--- config.mk ---
export PLATFORM = sky130hd
export DESIGN_NAME = elevator_group_dispatch_top
export DESIGN_NICKNAME = d
export VERILOG_FILES = /design/src/hdl/egd_pkg.sv /design/src/hdl/egd_front.sv /design/src/hdl/egd_scan.sv /design/src/hdl/egd_outq.sv /design/src/hdl/egd_back.sv /design/src/hdl/elevator_group_dispatch_top.sv
export VERILOG_INCLUDE_DIRS = /design/src /design/src/hdl
export SDC_FILE = /design/constraint.sdc
export NUM_CORES = 2
export LEC_CHECK = 0
export BUFFER_PORTS_ARGS = -buffer_cell sky130_fd_sc_hd__buf_2
export CAP_MARGIN = 15
export CORE_ASPECT_RATIO = 1.75
export CORE_UTILIZATION = 35
export DETAILED_ROUTE_END_ITERATION = 7
export PLACE_DENSITY = 0.53
export SLEW_MARGIN = 20
export SYNTH_ARGS = -nofsm -noshare
export SYNTH_HDL_FRONTEND = slang
export SYNTH_SLANG_ARGS = --single-unit
export TNS_END_PERCENT = 10
--- constraint.sdc ---
create_clock -name clk -period 10 [get_ports clk]
set_input_delay 2 -clock clk [delete_from_list [all_inputs] [get_ports clk]]
set_output_delay 2 -clock clk [all_outputs]
set_load 0.01 [all_outputs]
--- src/hdl/assert_macros.svh ---
// assertion macros shared by the dispatch modules
`ifndef ASSERT_MACROS_SVH
`define ASSERT_MACROS_SVH

// property checked on every clock edge outside reset
`define EGD_CHECK(lbl, prop, msg) \
  lbl: assert property (@(posedge clk) disable iff (rst) (prop)) else $error(msg);

// condition in one cycle implies a condition in the next
`define EGD_CHECK_NEXT(lbl, cond, nxt, msg) \
  lbl: assert property (@(posedge clk) disable iff (rst) (cond) |=> (nxt)) else $error(msg);

`endif

--- src/hdl/egd_pkg.sv ---
// shared types and constants of the elevator group dispatcher
package egd_pkg;

  localparam int DEF_FLOORS = 32;
  localparam int DEF_CARS   = 4;

  localparam logic [1:0] MODE_TICK = 2'd0;
  localparam logic [1:0] MODE_HALL = 2'd1;
  localparam logic [1:0] MODE_CAR  = 2'd2;

  localparam logic [1:0] HD_STOP = 2'd0;
  localparam logic [1:0] HD_UP   = 2'd1;
  localparam logic [1:0] HD_DOWN = 2'd2;

  localparam logic [1:0] CFG_DOOR = 2'd0;
  localparam logic [1:0] CFG_TOP  = 2'd1;

  localparam logic [3:0] DOOR_RESET = 4'd3;
  localparam logic [4:0] TOP_RESET  = 5'd19;

  typedef struct packed {
    logic [1:0] mode;
    logic [4:0] floor;
    logic       hall_dir;
    logic [2:0] car;
  } cmd_t;

  typedef struct packed {
    logic [2:0]  car_index;
    logic [4:0]  car_floor;
    logic [1:0]  car_dir;
    logic [3:0]  loading;
    logic [3:0]  unloading;
    logic [31:0] dest_bits;
    logic [31:0] up_calls;
    logic [31:0] down_calls;
    logic        last_car;
  } status_t;

  typedef struct packed {
    logic [1:0] h_adj;
    logic       at_dest;
    logic       up_here;
    logic       dn_here;
    logic       da;
    logic       db;
    logic       ra;
    logic       rb;
    logic [5:0] cnt_a;
    logic [5:0] cnt_b;
    logic [4:0] near_hi;
    logic [4:0] near_lo;
  } scan_t;

endpackage

--- src/hdl/egd_front.sv ---
// input side: accepts items, drops unused modes, queues commands for the sequencer
module egd_front import egd_pkg::*; (
  input  logic       clk,
  input  logic       rst,
  input  logic       push,
  output logic       full,
  input  logic [1:0] mode,
  input  logic [4:0] floor,
  input  logic       hall_dir,
  input  logic [2:0] car,
  output logic       cmd_valid,
  output cmd_t       cmd,
  input  logic       cmd_pop
);

  cmd_t       mem [2];
  logic       wr_ptr;
  logic       rd_ptr;
  logic [1:0] count;
  logic       keep;
  logic       wr_en;
  logic       rd_en;

  // classify the mode, unused codes carry no work
  always_comb begin
    unique case (mode) inside
      MODE_TICK, MODE_HALL, MODE_CAR: keep = 1'b1;
      default: keep = 1'b0;
    endcase
  end

  assign full      = (count == 2'd2);
  assign wr_en     = push && !full && keep;
  assign rd_en     = cmd_pop && (count != 2'd0);
  assign cmd_valid = (count != 2'd0);
  assign cmd       = mem[rd_ptr];

  // queue pointers and fill count
  always_ff @(posedge clk) begin
    if (rst) begin
      wr_ptr <= 1'b0;
      rd_ptr <= 1'b0;
      count  <= 2'd0;
    end else begin
      if (wr_en) wr_ptr <= ~wr_ptr;
      if (rd_en) rd_ptr <= ~rd_ptr;
      count <= count + {1'b0, wr_en} - {1'b0, rd_en};
    end
  end

  // queue storage
  always_ff @(posedge clk) begin
    if (wr_en) begin
      mem[wr_ptr] <= '{mode: mode, floor: floor, hall_dir: hall_dir, car: car};
    end
  end

endmodule

--- src/hdl/egd_scan.sv ---
// floor scan for one car: destinations and calls above and below, nearest calls
module egd_scan import egd_pkg::*; (
  input  logic [4:0]  top,
  input  logic [4:0]  pos,
  input  logic [1:0]  head,
  input  logic [31:0] dst_map,
  input  logic [31:0] up_map,
  input  logic [31:0] dn_map,
  output scan_t       sc
);

  logic [31:0] m;
  logic [31:0] above;
  logic [31:0] below;
  logic [31:0] dst;
  logic [31:0] calls;
  logic [31:0] ca;
  logic [31:0] cb;

  always_comb begin
    m     = (top == 5'd31) ? '1 : ((32'd2 << top) - 32'd1);
    above = ~((32'd2 << pos) - 32'd1);
    below = (32'd1 << pos) - 32'd1;
    dst   = dst_map & m;
    calls = (up_map | dn_map) & m;
    ca    = calls & above;
    cb    = calls & below;

    // stop at the ends
    sc.h_adj = head;
    if ((pos >= top && head == HD_UP) || (pos == 5'd0 && head == HD_DOWN)) begin
      sc.h_adj = HD_STOP;
    end

    sc.at_dest = dst[pos];
    sc.up_here = up_map[pos] & m[pos];
    sc.dn_here = dn_map[pos] & m[pos];
    sc.da      = |(dst & above);
    sc.db      = |(dst & below);
    sc.ra      = |ca;
    sc.rb      = |cb;
    sc.cnt_a   = 6'($countones(ca));
    sc.cnt_b   = 6'($countones(cb));

    // nearest call above is the lowest bit set, below the highest
    sc.near_hi = 5'd0;
    for (int i = 31; i >= 0; i--) begin
      if (ca[i]) sc.near_hi = 5'(i);
    end
    sc.near_lo = 5'd0;
    for (int i = 0; i < 32; i++) begin
      if (cb[i]) sc.near_lo = 5'(i);
    end
  end

endmodule

--- src/hdl/egd_outq.sv ---
// result side: two-entry queue of car status records
`include "assert_macros.svh"
module egd_outq import egd_pkg::*; (
  input  logic    clk,
  input  logic    rst,
  input  logic    st_push,
  output logic    st_full,
  input  status_t st_in,
  output logic    empty,
  input  logic    pop,
  output status_t st_out
);

  status_t    mem [2];
  logic       wr_ptr;
  logic       rd_ptr;
  logic [1:0] count;
  logic       wr_en;
  logic       rd_en;

  assign st_full = (count == 2'd2);
  assign empty   = (count == 2'd0);
  assign wr_en   = st_push && !st_full;
  assign rd_en   = pop && !empty;
  assign st_out  = mem[rd_ptr];

  // pointers and fill count
  always_ff @(posedge clk) begin
    if (rst) begin
      wr_ptr <= 1'b0;
      rd_ptr <= 1'b0;
      count  <= 2'd0;
    end else begin
      if (wr_en) wr_ptr <= ~wr_ptr;
      if (rd_en) rd_ptr <= ~rd_ptr;
      count <= count + {1'b0, wr_en} - {1'b0, rd_en};
    end
  end

  // record storage
  always_ff @(posedge clk) begin
    if (wr_en) mem[wr_ptr] <= st_in;
  end

  `EGD_CHECK(a_outq_count, count != 2'd3, "result queue count overflow")
  `EGD_CHECK_NEXT(a_outq_hold, st_full && !pop, st_full, "full queue lost an entry")

endmodule

--- src/hdl/egd_back.sv ---
// dispatch sequencer: call maps, car state, per-car decisions, moves and status
`include "assert_macros.svh"
module egd_back import egd_pkg::*; #(
  parameter int CARS = DEF_CARS
) (
  input  logic       clk,
  input  logic       rst,
  input  logic       cmd_valid,
  input  cmd_t       cmd,
  output logic       cmd_pop,
  input  logic [3:0] door_time,
  input  logic [4:0] top,
  output logic       st_push,
  input  logic       st_full,
  output status_t    st
);

  localparam int CW = (CARS > 1) ? $clog2(CARS) : 1;

  typedef enum logic [4:0] {
    ST_IDLE   = 5'b00001,
    ST_SCAN   = 5'b00010,
    ST_DECIDE = 5'b00100,
    ST_MOVE   = 5'b01000,
    ST_EMIT   = 5'b10000
  } state_t;

  state_t      state, state_next;
  logic [CW-1:0] cur, cur_next;
  logic [31:0] up_map, up_map_next;
  logic [31:0] dn_map, dn_map_next;
  logic [31:0] dest [CARS];
  logic [31:0] dest_next [CARS];
  logic [4:0]  pos [CARS];
  logic [4:0]  pos_next [CARS];
  logic [1:0]  head [CARS];
  logic [1:0]  head_next [CARS];
  logic [3:0]  ldc [CARS];
  logic [3:0]  ldc_next [CARS];
  logic [3:0]  ulc [CARS];
  logic [3:0]  ulc_next [CARS];
  scan_t       sc, sc_q;

  logic [4:0]  p;
  logic [1:0]  h;
  logic [1:0]  hd_new;
  logic        clr_dest, clr_up, clr_dn, set_ul, set_ld;
  logic        btw_up, btw_dn, opp_up, opp_dn;
  logic [4:0]  n_up, n_dn;
  logic [4:0]  f;
  logic [1:0]  d;
  logic        up_like, dn_like;
  logic        car_ok;

  assign p = pos[cur];
  assign h = sc_q.h_adj;

  egd_scan u_scan (
    .top     (top),
    .pos     (pos[cur]),
    .head    (head[cur]),
    .dst_map (dest[cur]),
    .up_map  (up_map),
    .dn_map  (dn_map),
    .sc      (sc)
  );

  // weigh the other cars and pick this car's action
  always_comb begin
    btw_up = 1'b0;
    btw_dn = 1'b0;
    opp_up = 1'b0;
    opp_dn = 1'b0;
    n_up   = '0;
    n_dn   = '0;
    for (int i = 0; i < CARS; i++) begin
      f       = pos[i];
      d       = head[i];
      up_like = (d == HD_UP) || (d == HD_STOP);
      dn_like = (d == HD_DOWN) || (d == HD_STOP);
      if (CW'(i) != cur) begin
        if (up_like && sc_q.ra) begin
          if ((f > p && f <= sc_q.near_hi) || (f == p && i < int'(cur))) btw_up = 1'b1;
          if (f > p || (f == p && i < int'(cur))) n_up = n_up + 5'd1;
        end
        if (dn_like && sc_q.rb) begin
          if ((f < p && f >= sc_q.near_lo) || (f == p && i < int'(cur))) btw_dn = 1'b1;
          if (f < p || (f == p && i < int'(cur))) n_dn = n_dn + 5'd1;
        end
        if (up_like && sc_q.rb && sc_q.near_lo >= f
            && (sc_q.near_lo - f) < (p - sc_q.near_lo)) begin
          opp_up = 1'b1;
          n_dn   = n_dn + 5'd1;
        end
        if (dn_like && sc_q.ra && f >= sc_q.near_hi
            && (f - sc_q.near_hi) < (sc_q.near_hi - p)) begin
          opp_dn = 1'b1;
          n_up   = n_up + 5'd1;
        end
      end
    end

    hd_new   = h;
    clr_dest = 1'b0;
    clr_up   = 1'b0;
    clr_dn   = 1'b0;
    set_ul   = 1'b0;
    set_ld   = 1'b0;
    if (sc_q.at_dest) begin
      clr_dest = 1'b1;
      set_ul   = 1'b1;
    end else if (sc_q.da && (h == HD_STOP || h == HD_UP)) begin
      hd_new = HD_UP;
    end else if (sc_q.db && (h == HD_STOP || h == HD_DOWN)) begin
      hd_new = HD_DOWN;
    end else if (sc_q.up_here && h != HD_DOWN) begin
      hd_new = HD_UP;
      clr_up = 1'b1;
      set_ld = 1'b1;
    end else if (sc_q.dn_here && h != HD_UP) begin
      hd_new = HD_DOWN;
      clr_dn = 1'b1;
      set_ld = 1'b1;
    end else if (!sc_q.da && !sc_q.ra && !sc_q.db && !sc_q.rb) begin
      hd_new = HD_STOP;
    end else if ((h == HD_UP || h == HD_STOP) && sc_q.ra) begin
      hd_new = HD_UP;
    end else if ((h == HD_UP || h == HD_STOP) && sc_q.rb) begin
      hd_new = HD_DOWN;
    end else if ((h == HD_UP || h == HD_STOP) && sc_q.ra && !btw_up && !opp_dn) begin
      hd_new = HD_UP;
    end else if ((h == HD_DOWN || h == HD_STOP) && sc_q.rb && !btw_dn && !opp_up) begin
      hd_new = HD_DOWN;
    end else if ((h == HD_UP || h == HD_STOP) && sc_q.ra && (btw_up || opp_dn)
                 && {1'b0, n_up} < sc_q.cnt_a) begin
      hd_new = HD_UP;
    end else if ((h == HD_DOWN || h == HD_STOP) && sc_q.rb && (btw_dn || opp_up)
                 && {1'b0, n_dn} < sc_q.cnt_b) begin
      hd_new = HD_DOWN;
    end else begin
      hd_new = HD_STOP;
    end
  end

  assign car_ok  = ({1'b0, cmd.car} < 4'(CARS)) && (cmd.floor <= top);
  assign cmd_pop = (state == ST_IDLE) && cmd_valid;
  assign st_push = (state == ST_EMIT) && !st_full;

  // status record of the current car
  always_comb begin
    st.car_index  = 3'(cur);
    st.car_floor  = pos[cur];
    st.car_dir    = head[cur];
    st.loading    = ldc[cur];
    st.unloading  = ulc[cur];
    st.dest_bits  = dest[cur];
    st.up_calls   = up_map;
    st.down_calls = dn_map;
    st.last_car   = (cur == CW'(CARS - 1));
  end

  // sequencer next state
  always_comb begin
    state_next  = state;
    cur_next    = cur;
    up_map_next = up_map;
    dn_map_next = dn_map;
    dest_next   = dest;
    pos_next    = pos;
    head_next   = head;
    ldc_next    = ldc;
    ulc_next    = ulc;
    unique case (state)
      ST_IDLE: begin
        if (cmd_valid) begin
          case (cmd.mode)
            MODE_HALL: begin
              if (cmd.floor <= top) begin
                if (cmd.hall_dir) dn_map_next[cmd.floor] = 1'b1;
                else up_map_next[cmd.floor] = 1'b1;
              end
            end
            MODE_CAR: begin
              for (int i = 0; i < CARS; i++) begin
                if (car_ok && cmd.car == 3'(i) && cmd.floor != pos[i]) begin
                  dest_next[i][cmd.floor] = 1'b1;
                  if (head[i] == HD_STOP) begin
                    head_next[i] = (cmd.floor < pos[i]) ? HD_DOWN : HD_UP;
                  end
                end
              end
            end
            MODE_TICK: begin
              cur_next   = '0;
              state_next = ST_SCAN;
            end
            default: ;
          endcase
        end
      end
      ST_SCAN: begin
        for (int i = 0; i < CARS; i++) begin
          if (CW'(i) == cur) begin
            if (ldc[i] != 4'd0) ldc_next[i] = ldc[i] - 4'd1;
            if (ulc[i] != 4'd0) ulc_next[i] = ulc[i] - 4'd1;
          end
        end
        state_next = ST_DECIDE;
      end
      ST_DECIDE: begin
        for (int i = 0; i < CARS; i++) begin
          if (CW'(i) == cur) begin
            head_next[i] = hd_new;
            if (clr_dest) dest_next[i][p] = 1'b0;
            if (set_ul && ulc[i] == 4'd0) ulc_next[i] = door_time;
            if (set_ld && ldc[i] == 4'd0) ldc_next[i] = door_time;
          end
        end
        if (clr_up) up_map_next[p] = 1'b0;
        if (clr_dn) dn_map_next[p] = 1'b0;
        if (cur == CW'(CARS - 1)) begin
          state_next = ST_MOVE;
        end else begin
          cur_next   = cur + CW'(1);
          state_next = ST_SCAN;
        end
      end
      ST_MOVE: begin
        for (int i = 0; i < CARS; i++) begin
          if (ldc[i] == 4'd0 && ulc[i] == 4'd0) begin
            if (head[i] == HD_UP && pos[i] < top) pos_next[i] = pos[i] + 5'd1;
            else if (head[i] == HD_DOWN && pos[i] > 5'd0) pos_next[i] = pos[i] - 5'd1;
          end
        end
        cur_next   = '0;
        state_next = ST_EMIT;
      end
      ST_EMIT: begin
        if (!st_full) begin
          if (cur == CW'(CARS - 1)) begin
            state_next = ST_IDLE;
          end else begin
            cur_next = cur + CW'(1);
          end
        end
      end
      default: state_next = ST_IDLE;
    endcase
  end

  // state registers
  always_ff @(posedge clk) begin
    if (rst) begin
      state  <= ST_IDLE;
      cur    <= '0;
      up_map <= '0;
      dn_map <= '0;
      for (int i = 0; i < CARS; i++) begin
        dest[i] <= '0;
        pos[i]  <= '0;
        head[i] <= HD_STOP;
        ldc[i]  <= '0;
        ulc[i]  <= '0;
      end
    end else begin
      state  <= state_next;
      cur    <= cur_next;
      up_map <= up_map_next;
      dn_map <= dn_map_next;
      dest   <= dest_next;
      pos    <= pos_next;
      head   <= head_next;
      ldc    <= ldc_next;
      ulc    <= ulc_next;
    end
  end

  // scan result register
  always_ff @(posedge clk) begin
    if (state == ST_SCAN) sc_q <= sc;
  end

  `EGD_CHECK(a_push_room, !st_push || !st_full, "status pushed into full queue")
  `EGD_CHECK_NEXT(a_move_emit, state == ST_MOVE, state == ST_EMIT, "move not followed by emit")
  `EGD_CHECK_NEXT(a_tick_scan, cmd_pop && cmd.mode == MODE_TICK, state == ST_SCAN,
    "tick did not start the car walk")

endmodule

--- src/hdl/elevator_group_dispatch_top.sv ---
// top level of the elevator group dispatcher
// Calls and ticks enter through a two-entry command queue; the idle sequencer takes a call and
// registers it into the call maps or car destinations. A tick walks the cars one at a time, with
// a floor scan state and then a decision state against the other cars for each car, moves the
// cars together in the move state and then writes one status record per car into a two-entry
// result queue, one per cycle while it has room.
// Configuration writes are always ready and should only be issued while the block is idle.
module elevator_group_dispatch_top import egd_pkg::*; #(
  parameter int FLOORS = DEF_FLOORS,
  parameter int CARS   = DEF_CARS
) (
  input  logic        clk,
  input  logic        rst,
  input  logic        push,
  output logic        full,
  input  logic [1:0]  mode,
  input  logic [4:0]  floor,
  input  logic        hall_dir,
  input  logic [2:0]  car,
  output logic        empty,
  input  logic        pop,
  output logic [2:0]  car_index,
  output logic [4:0]  car_floor,
  output logic [1:0]  car_dir,
  output logic [3:0]  loading,
  output logic [3:0]  unloading,
  output logic [31:0] dest_bits,
  output logic [31:0] up_calls,
  output logic [31:0] down_calls,
  output logic        last_car,
  input  logic        cfg_valid,
  output logic        cfg_ready,
  input  logic [1:0]  cfg_index,
  input  logic [4:0]  cfg_data
);

  localparam int TMAX = (FLOORS - 1 > 31) ? 31 : FLOORS - 1;

  logic [3:0] door_time;
  logic [4:0] top_floor;
  logic [4:0] top;
  logic       cmd_valid;
  cmd_t       cmd;
  logic       cmd_pop;
  logic       st_push;
  logic       st_full;
  status_t    st_in;
  status_t    st_out;

  assign cfg_ready = 1'b1;

  // configuration registers
  always_ff @(posedge clk) begin
    if (rst) begin
      door_time <= DOOR_RESET;
      top_floor <= TOP_RESET;
    end else if (cfg_valid) begin
      unique case (cfg_index)
        CFG_DOOR: door_time <= cfg_data[3:0];
        CFG_TOP:  top_floor <= cfg_data;
        default: ;
      endcase
    end
  end

  // highest floor in use
  assign top = (top_floor > 5'(TMAX)) ? 5'(TMAX) : top_floor;

  egd_front u_front (
    .clk       (clk),
    .rst       (rst),
    .push      (push),
    .full      (full),
    .mode      (mode),
    .floor     (floor),
    .hall_dir  (hall_dir),
    .car       (car),
    .cmd_valid (cmd_valid),
    .cmd       (cmd),
    .cmd_pop   (cmd_pop)
  );

  egd_back #(.CARS(CARS)) u_back (
    .clk       (clk),
    .rst       (rst),
    .cmd_valid (cmd_valid),
    .cmd       (cmd),
    .cmd_pop   (cmd_pop),
    .door_time (door_time),
    .top       (top),
    .st_push   (st_push),
    .st_full   (st_full),
    .st        (st_in)
  );

  egd_outq u_outq (
    .clk     (clk),
    .rst     (rst),
    .st_push (st_push),
    .st_full (st_full),
    .st_in   (st_in),
    .empty   (empty),
    .pop     (pop),
    .st_out  (st_out)
  );

  assign car_index  = st_out.car_index;
  assign car_floor  = st_out.car_floor;
  assign car_dir    = st_out.car_dir;
  assign loading    = st_out.loading;
  assign unloading  = st_out.unloading;
  assign dest_bits  = st_out.dest_bits;
  assign up_calls   = st_out.up_calls;
  assign down_calls = st_out.down_calls;
  assign last_car   = st_out.last_car;

endmodule

Yosys cells after proc, flatten, opt, wreduce, memory -nomap -nowiden
Memories as Yosys holds them, arrays and structs flattened. A register that Yosys moved wholly into a read port is not among the register bits.
Cells that the tools add are included.
{ "op_classes": {"add_sub_neg": 110, "order_cmp": 58, "eq_ne": 88, "shifts": 3, "muxes": 304, "bitwise_logic": 28, "reduce_logical": 213} }
{ "op_table": {"columns": ["cell", "count"], "rows": [
  ["32-bit two-way mux", 25],
  ["5-bit two-way mux", 83],
  ["32-bit AND", 12],
  ["128-bit two-way mux", 2],
  ["128-bit case mux with 2 select lines", 1],
  ["32-bit bitwise OR", 7],
  ["4-bit two-way mux", 53],
  ["32-bit case mux with 2 select lines", 2],
  ["32-bit OR reduction", 4],
  ["1-bit logical AND", 101],
  ["5-bit less-than comparator", 20],
  ["32-bit by 1-bit subtractor with 32-bit output, second input constant", 3],
  ["5-bit by 1-bit adder with 5-bit output, second input constant", 18],
  ["2-bit two-way mux", 38],
  ["1-bit two-way mux", 74],
  ["2-bit by 1-bit != test with 1-bit output, second input constant", 34],
  ["5-bit greater-or-equal comparator", 13],
  ["1-bit by 1-bit adder with 2-bit output", 32],
  ["32-bit binary-select mux with 2-bit select", 1],
  ["32-bit inverter", 2],
  ["16-bit case mux with 2 select lines", 2],
  ["2-bit by 5-bit left shift with 32-bit output, first input constant", 2],
  ["6-bit AND reduction", 10],
  ["5-bit subtractor", 10],
  ["67 further kinds", 255]
]} }
{ "totals": {"ff_bits": 307, "mem_bits_rw": 250, "inputBits": 23, "out_inout_bits": 118, "wordCells": 858, "mem_count": 2} }
{ "memory_table": {"columns": ["memory", "words", "width", "read_ports", "rd_clocked_by_memory_dff", "write_ports", "line", "source"], "rows": [
  ["u_outq.mem", 2, 114, 1, 1, 1, "egd_outq.sv:14", "status_t mem [2];"],
  ["u_front.mem", 2, 11, 1, 1, 1, "egd_front.sv:16", "cmd_t mem [2];"]
]} }

Longest topological paths before layout
{ "depth": {"ltp_word": 50, "ltp_mapped": 50, "mapped_depth_nobuf": 46} }

By module
From an unflattened synthesis, not the netlist that was laid out.
{ "hier_totals": {"cells_unflattened": 3585, "area_unflattened_um2": 34231.6} }
{ "by_module_without_submodules": {"columns": ["module", "instances", "cells_per_inst", "area_each_um2", "seq_area_each_um2"], "rows": [
  ["egd_back", 1, 2209, 17569.4, 5785.5],
  ["egd_outq", 1, 385, 8730.9, 7006.7],
  ["egd_scan", 1, 886, 6473.7, 0.0],
  ["egd_front", 1, 61, 1051.0, 760.7],
  ["elevator_group_dispatch_top", 1, 44, 406.6, 180.2]
]} }

Worst setup path before layout
OpenSTA, ideal clock, no wires.
{ "synth_path": {"path_kind": "register -> register", "startpoint": "register u_back.cur[0]", "endpoint": "register u_back.head[7] in the netlist's numbering", "setup_time_ps": 132, "arrival_ps": 9936, "required_time_ps": 9868, "path_slack_ps": -69, "stages_incl_launch_ff": 49, "n_path_buf": 5, "synth_period_minus_slack_ps": 10069, "cell_sequence": "dfxtp_1 mux4_2 clkbuf_1 inv_1 clkbuf_1 buf_1 clkbuf_1 fa_1 inv_1 ha_1 a21o_1 a21oi_1 nor2_1 o21a_1 maj3_1 nor4_1 ha_1 nor2b_1 (+13 left out) o22ai_1 ha_1 mux2_2 ha_1 inv_1 or3_1 or4_1 mux2i_1 xnor2_1 ha_1 a21oi_1 o21ai_0 nor2_1 nor4_1 o31ai_1 o2bb2ai_1 o211ai_1 a21oi_1"} }
{ "synth_rtl": {"columns": ["element", "line", "source"], "rows": [
  ["start, declared", "egd_back.sv:29", "logic [CW-1:0] cur, cur_next;"],
  ["start signal, assigned", "egd_back.sv:267", "cur <= cur_next;"],
  ["end signal, assigned", "egd_back.sv:272", "head <= head_next;"],
  ["end, declared", "egd_back.sv:36", "logic [1:0] head [CARS];"]
]} }

Final worst setup path
{ "layout_path": {"startpoint": "register u_back.cur[0]", "endpoint": "register u_back.head[3] in the netlist's numbering"} }
{ "layout_between": {"elab_chain_len": 50, "elab_cells_between_ends": 190, "cone_classes": "add/sub (16); order compare (21); eq/ne (8); mux (97); bitwise (1); reduce/logical (47)"} }
{ "layout_rtl": {"columns": ["element"], "rows": [
  ["branches (longest 50 deep; another with 5-bit less-than comparator)"]
]} }
Several ways; the timed one is not identified. The select of a mux whose other input is x is not followed.
A chain may end at the register's enable or synchronous reset.

==> impl_metrics.py <==
metrics = {
    "final_layout": {
        "final_cell_mix": "o21ai_0 (529), nor2_1 (435), a21oi_1 (350)",
        "multi_input_area_um2": 16960,
        "finalInstanceArea_um2": 35920,
        "nNetsFinal": 3736,
        "fillers": 8945,
        "mostFrequentLayoutCell": "o21ai_0",
        "areaGrowthSynthToFinish_pct": 13.03,
        "drive_above_1_share": 0.1527,
        "seqCellArea_um2": 13690,
    },
    "sta": {
        "slew_headroom": 0.1965,
        "finalCriticalPeriod_ns": 9.427,
        "finalClockSkew_ns": 0.03738,
        "final_max_slew_viol_count": 0,
        "hold_violations": 0,
        "setup_viol": 0,
        "fmax_mhz": 106.1,
        "post-route-period-util": 0.9427,
        "fin_setup_tns_ns": 0,
        "worst_slew_pin_slew_ns": 1.193,
    },
    "detailed_routing": {
        "dr.pass1.iters": 6,
        "drc": 0,
        "routed-via-count": 27210,
        "avgRoutedWirePerCell_um": 24.44,
        "drtIter0Drc": 2184,
        "finalWirelength_um": 116000,
        "postRouteAntennaNets": 0,
        "vias_per_cell": 5.732,
    },
    "yosys": {
        "ys_ff_latch": 548,
        "synthXorXnorAreaFrac": 0.01776,
        "synth_edf_count": 270,
        "yosysUniqueCellTypes": 75,
        "synth_simple_gate_area_frac": 0.1351,
        "synth_fa_ha_area_frac": 0.08316,
        "seq_area_frac_synth": 0.4303,
        "synthArstFlopShare": 0,
        "synthesis.area_um2": 31780,
        "synth_area_per_cell_um2": 9.227,
        "synthMuxAreaShare": 0.09410,
        "ys_warn_count": 0,
        "synthCells": 3444,
        "ys.flop_type": "dfxtp_1",
        "synth_top_family_by_area": "compound AO/OA/AOI/OAI gates",
        "synth-compound-area-share": 0.1983,
    },
    "global_routing": {
        "grt_max_degree": 113,
        "grt_pass1_vias": 26370,
        "grt_pass1_wl_um": 171000,
        "grt-ovfl-total": 0,
        "antenna_found_initial": 2,
        "grt_usage": 0.2469,
    },
    "setup_path": {
        "r2r-end": "u_back.head[3]",
        "rrSetupSlack_ns": 0.57,
        "startpoint": "u_back.cur[0]",
        "arrival_ns": 9.93,
        "worstSetupEndpointType": "flip-flop",
        "cp_max_fo": 5,
        "cpMaxStageDelayCell": "mux4_2",
        "reg2reg_from": "u_back.cur[0]",
        "cp.required_ns": 10.51,
        "slowest_delay_ns": 0.56,
        "crit_type": "reg2reg",
        "crit_end": "u_back.head[3]",
        "start_kind": "flip-flop",
        "cp_common_cell": "ha_1",
        "reg2regPathDepth": 43,
    },
    "power": {
        "p_per_area_nw_per_um2": 169.6,
        "ir_drop_uv": 123.9,
        "power_leakage_nw": 12.79,
    },
    "floorplan": {
        "fp.dieH_um": 400.6,
        "start_util": 0.3546,
        "dieArea_um2": 92050,
        "rows": 145,
        "coreArea_um2": 89620,
        "fp.dieW_um": 229.8,
        "io_pins": 141,
    },
    "clocking": {
        "h-tree-depth": 2,
        "path_clk_slew_ns": 0.07,
        "cts.sinks": 548,
        "ctsHoldBuffers": 0,
        "cts-buffers-inserted": 53,
        "clkLatencyLatePin_ns": 0.65,
        "cts_tree": "done",
        "cts_buffer_depth": 3,
        "root_buffer": "clkbuf_16",
    },
    "placement": {
        "hpwl_um": 83080,
        "place.port_buffers": 138,
        "place_area_um2": 33920,
        "gp_congestion": 1.014,
    },
    "outcome": {
        "outcome": "finished clean",
    },
    "job": {
        "maxCapViolations": 0,
    },
    "hold_path": {
        "hp-class": "reg2reg",
    },
}
## stage by stage
step	util	worst slack [ns]	instances	total power, W	hold slack, ns
final	0.4008	0.5730	4746	0.006090	0.4880
after detailed placement	0.3785	0.1857	4644	0.003881	0.4755
after global routing	0.4008	-0.01991	4745	0.006330	0.5040
after global placement	0.3785	0.2850	4644	0.003868	0.4677
after floorplan	-	0.05220	3445	0.003412	0.4515
after CTS	0.3999	0.05564	4743	0.006125	0.4862
## routing by layer
| layer | part of all wire | track usage | wire (µm) | vias to the layer above |
|---|---|---|---|---|
| met2 | 0.51 | 0.4454 | 59260 | 958 |
| met1 | 0.36 | 0.2627 | 41530 | 13270 |
| met5 | 0 | 0 | 0 | - |
| li1 | - | - | - | 12620 |
| met3 | 0.046 | 0.02937 | 5353 | 361 |
| met4 | 0.085 | 0.1811 | 9867 | 0 |
## state kept, by name, summed over array words and instances (netlist names), named ones only
signal          cells
u_back.pos         15
u_back.dest       128
u_back.dn_map      32
u_back.f            5
u_back.sc_q        18
u_back.h            2
u_front.wr_ptr      1
u_back.head         6
u_front.count       2
u_back.up_map      32
u_outq.rd_ptr       1
u_outq.mem        228
u_front.mem        22
u_back.state        5
top_floor           5
u_back.ulc         16
u_back.cur          2
u_back.ldc         16
u_front.rd_ptr      1
u_outq.count        2
u_back.d            2
door_time           4
u_outq.wr_ptr       1
## worst max-delay path: cells and delay by family (launching register included)
| family | cells | cell delay, ns |
|---|---|---|
| flip-flops | 1 | 0.39 |
| XOR/XNOR | 1 | 0.14 |
| multiplexers | 4 | 1.13 |
| buffers and inverters | 4 | 0.24 |
| AO/OA/AOI/OAI | 11 | 1.83 |
| AND/OR/NAND/NOR | 11 | 2.14 |
| adder cells (fa/ha/maj) | 12 | 3.40 |
## what timing repair did
item                       in CTS  in global routing
setup buffers                   0                  1
setup endpoints to repair       0                  4
resized for setup               0                 13
## cell usage after synthesis (all sizes together) (8+ instances only)
cell | instances | area (µm²)
mux4 | 62 | 1396
fa | 33 | 660.6
nor2b | 44 | 275.3
o21ai | 536 | 2683
and3 | 17 | 106.4
a21oi | 352 | 1762
nor3 | 52 | 265.3
ha | 156 | 1952
xnor2 | 42 | 367.9
o211ai | 11 | 82.58
or2 | 12 | 75.07
dfxtp | 278 | 5565
nand3b | 11 | 82.58
mux2i | 25 | 254.0
nor4 | 8 | 50.05
or3 | 9 | 56.30
o22ai | 24 | 150.1
a311oi | 13 | 113.9
xor2 | 18 | 172.7
a2111oi | 8 | 88.84
inv | 146 | 548.0
a22oi | 15 | 112.6
buf | 27 | 111.4
nand4 | 11 | 68.82
nand3 | 39 | 195.2
edfxtp | 270 | 8108
a21o | 29 | 217.7
mux2 | 119 | 1340
a31oi | 16 | 106.4
clkbuf | 169 | 634.4
o21a | 32 | 240.2
nand2 | 241 | 904.6
nor3b | 12 | 90.09
nand2b | 33 | 206.5
nor2 | 439 | 1648
a211oi | 27 | 202.7
and2 | 18 | 112.6
## logic make-up (layout without fill, tap and decap cells)
family,count (synthesis),after routing
buf+inv,345,468
compound gates,1126,1126
mux,206,206
simple gates,964,964
flops,548,548
xor+xnor,61,61
other cells,2,5
fa+ha+maj,192,192
## report_power, final
part,internal (W),switching (W)
combinational,0.000408,0.000769
clock,0.00128,0.000953
sequential,0.00251,0.000165
total,0.00420,0.00189
## worst min-delay path by stage
stage          cells after the start             from              end  slack (ns)
5_1_grt                            2   u_back.dest[3]   u_back.dest[3]        0.50
2_1_floorplan                      2     door_time[3]     door_time[3]        0.45
4_1_cts                            2  u_back.dest[44]  u_back.dest[44]        0.49
6_report                           2     door_time[2]     door_time[2]        0.49
3_3_place_gp                       2  u_back.dest[11]  u_back.dest[11]        0.47
3_5_place_dp                       2     door_time[2]     door_time[2]        0.48
## area by class of cell
class	instances	share of cell area
clock inverter	38	0.01411
inverter	149	0.01561
antenna	2	0.0001393
sequential	548	0.3810
tap	1176	0.04096
clock buffer	61	0.03943
timing repair buffer	220	0.03661
multi-input combinational	2552	0.4721
Power figures use the tool's default switching activity.
